$ cat src/design/yuv2rgb_pkg.sv
// Shared types, fixed-point constants and the channel clamp for the YUYV to RGB converter.
package yuv2rgb_pkg;

   localparam int SAMPLE_W = 8;
   localparam int DELTA_W  = SAMPLE_W + 1;
   localparam int COEF_W   = 18;
   localparam int PROD_W   = 25;
   localparam int ACC_W    = 26;
   localparam int FRAC_W   = 16;
   localparam int WHOLE_W  = ACC_W - FRAC_W;

   localparam logic signed [COEF_W-1:0] COEF_R_V = 18'sd89832;
   localparam logic signed [COEF_W-1:0] COEF_G_V = 18'sd45745;
   localparam logic signed [COEF_W-1:0] COEF_G_U = 18'sd22127;
   localparam logic signed [COEF_W-1:0] COEF_B_U = 18'sd113537;

   localparam logic signed [DELTA_W-1:0] CHROMA_MID = 9'sd128;
   localparam logic signed [WHOLE_W-1:0] CHAN_MAX   = 10'sd255;

   // Chroma products shared by both pixels of a macropixel.
   typedef struct packed {
      logic signed [PROD_W-1:0] red_v;
      logic signed [PROD_W-1:0] green_v;
      logic signed [PROD_W-1:0] green_u;
      logic signed [PROD_W-1:0] blue_u;
   } prod_type;

   typedef struct packed {
      logic [SAMPLE_W-1:0] blue;
      logic [SAMPLE_W-1:0] green;
      logic [SAMPLE_W-1:0] red;
   } rgb_type;

   // Load strobes for the sum stage and the output stage.
   typedef struct packed {
      logic load_sum;
      logic load_out;
   } stage_en_type;

   function automatic logic signed [DELTA_W-1:0] center(input logic [SAMPLE_W-1:0] raw);
      logic signed [DELTA_W-1:0] ext;
      ext = signed'({1'b0, raw});
      return ext - CHROMA_MID;
   endfunction

   function automatic logic signed [PROD_W-1:0] mul_coef(input logic signed [DELTA_W-1:0] d,
                                                         input logic signed [COEF_W-1:0] c);
      logic signed [DELTA_W+COEF_W-1:0] full;
      full = d * c;
      return full[PROD_W-1:0];
   endfunction

   // Floor by the arithmetic shift, then saturate to 0..255.
   function automatic logic [SAMPLE_W-1:0] clamp_channel(input logic signed [ACC_W-1:0] acc);
      logic signed [WHOLE_W-1:0] whole;
      logic [SAMPLE_W-1:0]       res;
      whole = acc[ACC_W-1:FRAC_W];
      if (whole < 0) begin
         res = '0;
      end else if (whole > CHAN_MAX) begin
         res = '1;
      end else begin
         res = whole[SAMPLE_W-1:0];
      end
      return res;
   endfunction

endpackage

$ cat src/design/yuv2rgb_pixel.sv
// Sum and clamp stages for one pixel of the pair.
module yuv2rgb_pixel
   import yuv2rgb_pkg::*;
(
   input  logic                clock,
   input  stage_en_type        en,
   input  logic [SAMPLE_W-1:0] luma,
   input  prod_type            prod,
   output rgb_type             pix
);

   logic signed [ACC_W-1:0] base;
   logic signed [ACC_W-1:0] red_in, green_in, blue_in;
   logic signed [ACC_W-1:0] red_ff, green_ff, blue_ff;
   rgb_type                 pix_in, pix_ff;

   always_comb begin
      base     = signed'({2'b00, luma, {FRAC_W{1'b0}}});
      red_in   = base + ACC_W'(prod.red_v);
      green_in = base - ACC_W'(prod.green_v) - ACC_W'(prod.green_u);
      blue_in  = base + ACC_W'(prod.blue_u);
      pix_in.red   = clamp_channel(red_ff);
      pix_in.green = clamp_channel(green_ff);
      pix_in.blue  = clamp_channel(blue_ff);
   end

   always_ff @(posedge clock) begin
      if (en.load_sum) begin
         red_ff   <= red_in;
         green_ff <= green_in;
         blue_ff  <= blue_in;
      end
      if (en.load_out) begin
         pix_ff <= pix_in;
      end
   end

   assign pix = pix_ff;

endmodule

$ cat src/design/yuyv_to_rgb_converter.sv
// Top level of the YUYV macropixel to dual RGB pixel converter.
//
// Each input word carries one YUYV macropixel and each output word carries the two RGB
// pixels it decodes to, using BT.601-style Q16 coefficients with every channel floored
// and saturated to 0..255. The block is a three-stage pipeline: the first stage forms
// the four chroma products shared by both pixels, the second adds them to the scaled
// luma of each pixel, and the third shifts, clamps and holds the result in the output
// register. It takes one word per clock when the result side keeps up. A word accepted
// into the product registers moves through the sum registers and then the output register
// before it is shown. Each stage has its own valid bit and loads whenever it is empty
// or its contents move on, so back-pressure from the result side fills the empty stages
// first and loses or repeats no word. There are no configuration registers and no state
// beyond the pipeline itself.
module yuyv_to_rgb_converter
   import yuv2rgb_pkg::*;
(
   input  logic        clock,
   input  logic        reset,
   input  logic        req_tvalid,
   output logic        req_tready,
   // From bit 0: luma_first, chroma_blue, luma_second, chroma_red (8 bits each).
   input  logic [31:0] req_tdata,
   output logic        rsp_tvalid,
   input  logic        rsp_tready,
   // From bit 0: red_first, green_first, blue_first, red_second, green_second,
   // blue_second (8 bits each).
   output logic [47:0] rsp_tdata
);

   // Valid bits of the product, sum and output stages.
   logic prod_vld_ff, sum_vld_ff, out_vld_ff;
   logic prod_vld_in, sum_vld_in, out_vld_in;
   logic prod_rdy, sum_rdy, out_rdy;

   logic [SAMPLE_W-1:0] luma0_ff, luma1_ff;
   prod_type            prod_in, prod_ff;
   stage_en_type        en;
   rgb_type             pix0, pix1;

   logic signed [DELTA_W-1:0] du, dv;

   // A stage can load when it is empty or when its word leaves this cycle.
   assign out_rdy    = !out_vld_ff || rsp_tready;
   assign sum_rdy    = !sum_vld_ff || out_rdy;
   assign prod_rdy   = !prod_vld_ff || sum_rdy;
   assign req_tready = prod_rdy;

   assign en.load_sum = sum_rdy;
   assign en.load_out = out_rdy;

   always_comb begin
      du = center(req_tdata[15:8]);
      dv = center(req_tdata[31:24]);
      prod_in.red_v   = mul_coef(dv, COEF_R_V);
      prod_in.green_v = mul_coef(dv, COEF_G_V);
      prod_in.green_u = mul_coef(du, COEF_G_U);
      prod_in.blue_u  = mul_coef(du, COEF_B_U);

      prod_vld_in = prod_rdy ? req_tvalid : prod_vld_ff;
      sum_vld_in  = sum_rdy ? prod_vld_ff : sum_vld_ff;
      out_vld_in  = out_rdy ? sum_vld_ff : out_vld_ff;
   end

   always_ff @(posedge clock) begin
      if (reset) begin
         prod_vld_ff <= 1'b0;
         sum_vld_ff  <= 1'b0;
         out_vld_ff  <= 1'b0;
      end else begin
         prod_vld_ff <= prod_vld_in;
         sum_vld_ff  <= sum_vld_in;
         out_vld_ff  <= out_vld_in;
      end
   end

   // Payload registers; luma rides alongside the products into the sum stage.
   always_ff @(posedge clock) begin
      if (prod_rdy) begin
         prod_ff  <= prod_in;
         luma0_ff <= req_tdata[7:0];
         luma1_ff <= req_tdata[23:16];
      end
   end

   yuv2rgb_pixel u_pixel_first (
      .clock (clock),
      .en    (en),
      .luma  (luma0_ff),
      .prod  (prod_ff),
      .pix   (pix0)
   );

   yuv2rgb_pixel u_pixel_second (
      .clock (clock),
      .en    (en),
      .luma  (luma1_ff),
      .prod  (prod_ff),
      .pix   (pix1)
   );

   assign rsp_tvalid = out_vld_ff;
   assign rsp_tdata  = {pix1.blue, pix1.green, pix1.red, pix0.blue, pix0.green, pix0.red};

endmodule

$ cat config.mk
export PLATFORM = sky130hd
export DESIGN_NAME = yuyv_to_rgb_converter
export DESIGN_NICKNAME = d
export VERILOG_FILES = /design/src/design/yuv2rgb_pkg.sv /design/src/design/yuv2rgb_pixel.sv /design/src/design/yuyv_to_rgb_converter.sv
export SDC_FILE = /design/constraint.sdc
export NUM_CORES = 1
export LEC_CHECK = 0
export BUFFER_PORTS_ARGS = -buffer_cell sky130_fd_sc_hd__buf_2
export CAP_MARGIN = 20
export CELL_PAD_IN_SITES_DETAIL_PLACEMENT = 1
export CELL_PAD_IN_SITES_GLOBAL_PLACEMENT = 2
export CORE_ASPECT_RATIO = 0.8
export CORE_MARGIN = 2
export CORE_UTILIZATION = 43
export DETAILED_ROUTE_END_ITERATION = 16
export PLACE_DENSITY = 0.8
export SLEW_MARGIN = 20
export SYNTH_ARGS = -nofsm -noshare
export SYNTH_HDL_FRONTEND = slang
export SYNTH_SLANG_ARGS = --single-unit
$ cat constraint.sdc
create_clock -name clock -period 8.9 [get_ports clock]
set_input_delay 2.225 -clock clock [delete_from_list [all_inputs] [get_ports clock]]
set_output_delay 2.225 -clock clock [all_outputs]
set_load 0.005 [all_outputs]
==> out/summary.txt, run 1 <==
Clk pwr share: 11.8%
Hold Fails Final Rpt: 0
Num CTS Buffers: 17
Synth async-reset ratio: 0%
die area: 41300 sq um
CP max FO: 12
Cells after Synth: 1514
Critical-path top delay cell: fa_1
clk_lat worst skew: 0.45 ns
Synth Cell Area: 17100 sq um
Die W: 227 microns
RSZ-0062 raised after global routing: no
final worst slack: 1.70 ns
P&R area growth vs syn: 9.79%
placed cell count: 2124
largest net degree at the start of global routing: 61
H-tree levels: 4
sequential share of power: 28.8%
Post-CTS Resized: 0
Synth Flop Type: edfxtp_1
Int Power: 3810 uW
Worst-path clk slew: 0.07 ns
status: complete, no violations
Worst-Margin Slew: 0.725 ns
Max Freq: 0.139 GHz
mux cell area share after synthesis: 0.132%
Final ANT Viol Nets: 0
Nets: 2099
Placeable Area: 39300 sq um
max_slew headroom: 51.7%
maximum VDD drop: 0.193 mV
CTS tree: built
Psw: 2720 uW
Final Max Slew Viols: 0
vias per inst: 4.93
Final Non-Filler Cells: 2156
share of layout cells above drive strength 1: 8.70%
critical path's most frequent cell: inv_1
post-CTS setup buffer count: 0
Die Height: 182 microns
register area share after synthesis: 34.2%
CTS sink count: 195
1st-pass router iterations: 4
Post-Synth Simple-Gate Area: 6.77%
drt drc: 0
number of synthesized register bits: 195
initial antenna violation count: 0
placed cell area: 18100 sq um
EDFF count, synth: 192
Compound-Gate Fraction of Synth Area: 7.36%
Clock Tree Root: clkbuf_16
CTS max path bufs: 2
routed vias: 10600
GR Util All Layers: 19.1%
CTS Hold Buffers Added: 0
GP Congestion: 0.882
Layout Skew: 0.0100 ns
grt ovf: 0
Worst R2R Start: prod_ff[52]$_DFFE_PP_
syn_nets: 2006
Site Rows: 65
CP top delay family: adder cells
vias in the first global route: 11600
final number of setup-violating endpoints: 0
Netlist cell types: 50
drt total wl: 36600 microns
input/output buffers: 85
largest family of logic cells by synthesized area: adder cells
xor/xnor cell area share of the yosys netlist: 5.08%
TNS Setup: 0 ns
LEAKAGE: 0.00926 uW
worst path bufs/invs: 5
I/O pin total: 86
CP arrival: 7.39 ns
# fillers: 4290
Sw Ratio: 41.7%
crit path time final: 7.20 ns
initial core utilization: 43.4%
final period utilization: 80.9%
Worst setup SP type: input port
CP required: 9.09 ns
WS Path Type: input port to flip-flop
Final Power: 6530 uW
adder-cell share of the synthesized area: 39.6%
PwrDens: 349 nW/um^2
worst path cell trace: buf_2 -> inv_1 -> ha_1 -> inv_1 -> ha_1 -> fa_1 -> inv_1 -> fa_1 -> inv_1 -> fa_1 -> ha_1 -> o21ai_0 -> o211ai_1 -> a41oi_1 -> o41ai_1 -> a21oi_1 -> nor2b_1 -> a21oi_1 -> xnor2_1
Yosys warnings: 0
initial DRC count: 383
Design Area, Final: 18700 sq um
Logic pwr share: 59.4%
min-delay worst type: flip-flop to flip-flop
Critical Path Start: req_tdata[15]
worst stage delay on the critical path: 0.53 ns
global-route wire length before repair: 60800 microns
hpwl dp: 31200 microns
hold_sp: sum_vld_ff$_SDFFE_PP0P_
dpl ws: 1.24 ns
Syn Area/Cell: 11.3 sq um
ANT cells: 0
max-cap viol count: 0
drt wl/cell: 17.0 microns
endpoint class of the critical path: flip-flop
## cells in the mapped netlist (all sizes together) (7+ instances only)
library cell  count  area [sq um]
nor3             13          65.1
a211oi            7          57.6
nor2            142           533
edfxtp          192          5770
a31oi             9          56.3
a21o             39           294
fa              139          2780
inv             300          1130
or2               8          50.1
xnor2            68           596
o21ai            32           160
clkbuf           13          48.8
o21bai            9          67.6
a21oi            67           339
xor2             31           272
nor2b            23           144
nand2b            7          43.8
nand2            26          97.6
ha              317          3970
nand3            10          50.1
## cell type report
class | instances | area [sq um] | area share [%]
Timing Repair Buffer | 88 | 448 | 2.39
Tap cell | 536 | 671 | 3.58
Clock inverter | 14 | 168 | 0.895
Inverter | 300 | 1130 | 6.01
Sequential cell | 195 | 5830 | 31.1
Multi-Input combinational cell | 1005 | 10100 | 53.7
Clock buffer | 18 | 429 | 2.29
## final timing paths
| path | endpoint | slack [ns] | depth (start not counted) |
|---|---|---|---|
| setup / recovery | prod_ff[49]$_DFFE_PP_ | 1.70 | 19 |
| hold / removal | rsp_tvalid$_SDFFE_PP0P_ | 0.47 | 2 |
| setup reg to reg | u_pixel_second.green_ff[25]$_DFFE_PP_ | 5.63 | 11 |
| hold reg to reg | rsp_tvalid$_SDFFE_PP0P_ | 0.47 | 2 |
## flip-flops by register name, summed over array words and instances (netlist names)
register / count
u_pixel_first.blue_ff: 10
u_pixel_second.green_ff: 10
u_pixel_first.red_ff: 10
rsp_tvalid: 1
u_pixel_second.red_ff: 10
prod_vld_ff: 1
luma1_ff: 8
prod_ff: 68
u_pixel_first.green_ff: 10
u_pixel_second.pix: 24
sum_vld_ff: 1
luma0_ff: 8
u_pixel_first.pix: 24
u_pixel_second.blue_ff: 10
## worst min-delay path, stage by stage (launching register included)
cell and delay [ns]:
dfxtp_1 0.33, nor2_1 0.05, nor2_1 0.07
## cells by family (layout without fill, tap and decap cells)
group | Yosys count | after routing
XOR/XNOR | 99 | 99
buffers and inverters | 314 | 420
flip-flops | 195 | 195
AO/OA/AOI/OAI | 195 | 195
AND/OR/NAND/NOR | 253 | 253
adder cells (fa/ha/maj) | 456 | 456
multiplexers | 2 | 2
## power groups by stage
stage,combinational [uW],sequential [uW],clock (uW)
after floorplan,2900,1820,0
after global placement,3770,1900,0
after detailed placement,3890,1920,0
after CTS,3940,1900,799
after global routing,4470,1940,828
final,3880,1880,770
## placed cells by master, fill, tap and decap left out, drive strengths merged, types with 4 or more instances in the layout
cell type | netlist | routed
nor3 | 13 | 13
a211oi | 7 | 7
nand3 | 10 | 10
fa | 139 | 139
or2 | 8 | 8
o211ai | 6 | 6
buf | 1 | 88
nor2 | 142 | 142
nand2b | 7 | 7
and2 | 5 | 5
o21ai | 32 | 32
a21oi | 67 | 67
a31oi | 9 | 9
ha | 317 | 317
a31o | 4 | 4
nand2 | 26 | 26
xor2 | 31 | 31
xnor2 | 68 | 68
edfxtp | 192 | 192
nor3b | 4 | 4
inv | 300 | 304
a21o | 39 | 39
clkinv | 0 | 8
o21bai | 9 | 9
a21boi | 4 | 4
clkbuf | 13 | 18
nor2b | 23 | 23
and3 | 6 | 6
## stage by stage
step                utilization, %  hold slack, ns
CTS                           47.7           0.484
floorplan                        -           0.432
global route                  47.7           0.515
finish                        47.7           0.474
detailed placement            46.1           0.468
global placement              46.1           0.446
## routing by layer
| layer | share of wire (%) | global-route usage [%] |
|---|---|---|
| met2 | 46 | 31.5 |
| met5 | 0 | 0 |
| met4 | 1.7 | 4.55 |
| met1 | 49 | 26.5 |
| met3 | 3.2 | 2.91 |
No activity file was read; power rests on OpenSTA's default activity.
==> run 2: changes to the inputs <==
Settings changed: ABC_AREA set to 1, CORE_UTILIZATION 43 to 36, PLACE_DENSITY 0.8 to 0.76.
Clock period 8.9 ns to 6.5 ns, I/O delays scaled along.
==> run 2 against run 1 <==
Hold slack worse by 0.026 ns. Flip-flop and latch count unchanged. Final cell count up 40%. Final area up 14%. Combinational power up 97%. Critical path depth down 4. Sequential share of layout area down 3.8 points. Via count up 38%. Die area up 35%. Clock skew up 0.0051 ns. Sequential power up 39%. Critical path type unchanged. Critical endpoint is now prod_ff[42]$_DFFE_PP_. Largest power group unchanged.
==> out/summary.txt, run 2 <==
LEAKAGE: 0.0112 uW (+21%)
Die Height: 212 microns (+16%)
1st-pass router iterations: 5 (+1)
Worst setup SP type: input port
GP Congestion: 0.913 (+3.5%)
CTS tree: built
min-delay worst type: flip-flop to flip-flop
P&R area growth vs syn: 9.98%
drt wl/cell: 17.9 microns (+5.1%)
post-CTS setup buffer count: 0 (unchanged)
worst stage delay on the critical path: 0.58 ns (+0.05 ns)
max_slew headroom: 38.0% (-14 points)
Cells after Synth: 2194 (+45%)
Clock Tree Root: clkbuf_16
initial core utilization: 36.2% (-7.2 points)
I/O pin total: 86 (unchanged)
max FFs per register: 68 (unchanged)
vias in the first global route: 15300 (+32%)
RSZ-0062 raised after global routing: no
critical path's most frequent cell: fa_1
EDFF count, synth: 192 (unchanged)
crit path time final: 5.46 ns
Netlist cell types: 39 (-22%)
vias per inst: 4.88 (-1.1%)
ANT cells: 0 (unchanged)
register area share after synthesis: 30.0% (-4.1 points)
TNS Setup: 0 ns (unchanged)
Post-CTS Resized: 0 (unchanged)
endpoint class of the critical path: flip-flop
Nets: 2786 (+33%)
Worst-path clk slew: 0.08 ns (about the same)
CP top delay family: adder cells
number of synthesized register bits: 195 (unchanged)
Top reg by flops: prod_ff
Site Rows: 76 (+17%)
global-route wire length before repair: 84900 microns (+40%)
Synth area leaders: edfxtp_1 (30%), ha_1 (20%), fa_1 (14%), inv_1 (8.8%), nand2_1 (8.2%)
area leader, netlist: edfxtp_1
Synth Flop Type: edfxtp_1
Logic pwr share: 67.2% (+7.8 points)
routed vias: 14700 (+38%)
Syn Area/Cell: 8.84 sq um (-22%)
Synth async-reset ratio: 0% (unchanged)
CP arrival: 5.72 ns (-1.67 ns)
H-tree levels: 4 (unchanged)
Synth top cells by count: inv_1 (453), nand2_1 (425), ha_1 (317)
clk_lat worst skew: 0.49 ns (+0.04 ns)
largest net degree at the start of global routing: 66 (+8.2%)
max-cap viol count: 0 (unchanged)
final period utilization: 84.0%
Psw: 5860 uW (+120%)
commonest cells after routing, fill and taps aside: inv_1 (452), nand2_1 (423), ha_1 (317)
Final Max Slew Viols: 0 (unchanged)
Worst-Margin Slew: 0.930 ns (+0.205 ns)
Max Freq: 0.183 GHz
maximum VDD drop: 0.223 mV (+15%)
sequential share of power: 23.0% (-5.8 points)
syn_nets: 2686 (+34%)
cell with the most instances after synthesis: inv_1
Clk pwr share: 9.7% (-2.1 points)
Die W: 263 microns (+16%)
initial DRC count: 779 (+100%)
grt ovf: 0 (unchanged)
hpwl dp: 46600 microns (+50%)
Reg area: 5830 sq um (unchanged)
PwrDens: 533 nW/um^2 (+53%)
Synth Cell Area: 19400 sq um (+14%)
worst path cell trace: buf_2 -> fa_1 -> fa_1 -> inv_1 -> fa_1 -> fa_1 -> inv_1 -> fa_1 -> ha_1 -> nand2_1 -> nand3_1 -> nand3_1 -> nand2_1 -> a21oi_1 -> xnor2_1
die area: 55800 sq um (+35%)
CP max FO: 6 (-6)
initial antenna violation count: 0 (unchanged)
drt drc: 0 (unchanged)
share of layout cells above drive strength 1: 6.33% (-2.4 points)
WS Path Type: input port to flip-flop
drt total wl: 53800 microns (+47%)
commonest non-fill, non-tap cell in the layout: inv_1
GR Util All Layers: 19.9% (+0.82 points)
Hold Fails Final Rpt: 0 (unchanged)
multi-input logic area: 11800 sq um (+18%)
Final ANT Viol Nets: 0 (unchanged)
area share of the largest cell type after synthesis: 29.7% (-4.1 points)
input/output buffers: 85 (unchanged)
final number of setup-violating endpoints: 0 (unchanged)
CP required: 6.76 ns (-2.33 ns)
CTS Hold Buffers Added: 0 (unchanged)
Critical-path top delay cell: fa_1
Int Power: 5510 uW (+45%)
Sw Ratio: 51.5% (+9.9 points)
CTS sink count: 195 (unchanged)
Num CTS Buffers: 17 (unchanged)
Layout Skew: 0.0151 ns (+0.00506 ns)
status: complete, no violations
Yosys warnings: 0 (unchanged)
Placeable Area: 53500 sq um (+36%)
CTS max path bufs: 2 (unchanged)
worst path bufs/invs: 3 (-2)
# fillers: 6365 (+48%)
hold slack: 0.448 ns (-0.0263 ns)
[run 2: cell types whose count changed after synthesis, sizes merged, moves of 11 or more]
| cell | delta |
|---|---|
| a21oi | +55 |
| nand3 | +102 |
| xnor2 | -47 |
| nand4 | +27 |
| nand2 | +402 |
| inv | +154 |
| a21o | -22 |
| nor2 | +57 |
| nor2b | -23 |
| xor2 | +11 |
[run 2: final timing paths]
path / start / endpoint / slack [ns] / depth (start not counted)
setup / recovery: req_tdata[11] / prod_ff[42]$_DFFE_PP_ / 1.04 / 15
hold / removal: sum_vld_ff$_SDFFE_PP0P_ / rsp_tvalid$_SDFFE_PP0P_ / 0.45 / 2
setup reg to reg: luma1_ff[1]$_DFFE_PP_ / u_pixel_second.green_ff[18]$_DFFE_PP_ / 3.67 / 8
hold reg to reg: sum_vld_ff$_SDFFE_PP0P_ / rsp_tvalid$_SDFFE_PP0P_ / 0.45 / 2
[run 2: power groups by stage]
| stage | Clock, uW | Sequential, uW | Combinational [uW] |
|---|---|---|---|
| 3_5_place_dp | 0 | 2670 | 7620 |
| 5_1_grt | 1180 | 2700 | 8740 |
| 2_1_floorplan | 0 | 2470 | 5360 |
| 4_1_cts | 1150 | 2640 | 7690 |
| 6_report | 1110 | 2620 | 7650 |
| 3_3_place_gp | 0 | 2650 | 7480 |
[run 2: per-layer routing]
| metal | vias to the layer above | part of all wire [%] | track usage, % |
|---|---|---|---|
| met1 | 7123 | 52 | 29.2 |
| met5 | - | 0 | 0 |
| met3 | 44 | 4.3 | 4.09 |
| met2 | 218 | 42 | 30.0 |
| li1 | 7287 | - | - |
| met4 | 0 | 1.6 | 4.77 |
[run 2: kinds of logic after synthesis]
group / synth area share, %
DFF: 30.0
adders and majority gates: 34.8
xor gates and xnor gates: 2.85
AOI/OAI and AO/OA: 6.03
buffers and inverters: 9.07
and+or+nand+nor: 17.2
[run 2: layout make-up]
cell class,instances,share of cell area [%]
inverter,454,8.00
multi-input combinational,1532,55.4
sequential,195,27.3
clock buffer,17,1.99
tap,702,4.12
clock inverter,15,0.851
timing repair buffer,94,2.31
[run 2: stage by stage]
stage | instance area (sq um) | utilization (%) | setup WS, ns | power, uW | instances
2_1_floorplan | 19400 | - | 0.151 | 7830 | 2194
3_3_place_gp | 20700 | 38.7 | 0.582 | 10100 | 2977
3_5_place_dp | 20700 | 38.7 | 0.522 | 10300 | 2977
4_1_cts | 21300 | 39.8 | 1.06 | 11500 | 3009
5_1_grt | 21300 | 39.8 | 0.787 | 12600 | 3009
6_report | 21300 | 39.8 | 1.04 | 11400 | 3009
[run 2: worst register-to-register path: stages (launching register included)]
cell and delay [ns]:
edfxtp_1 0.50, fa_1 0.55, ha_1 0.44, a21oi_1 0.28, o21ai_0 0.26, a21oi_1 0.23, nand3_1 0.10, nand2_1 0.07
nand2_1 0.12
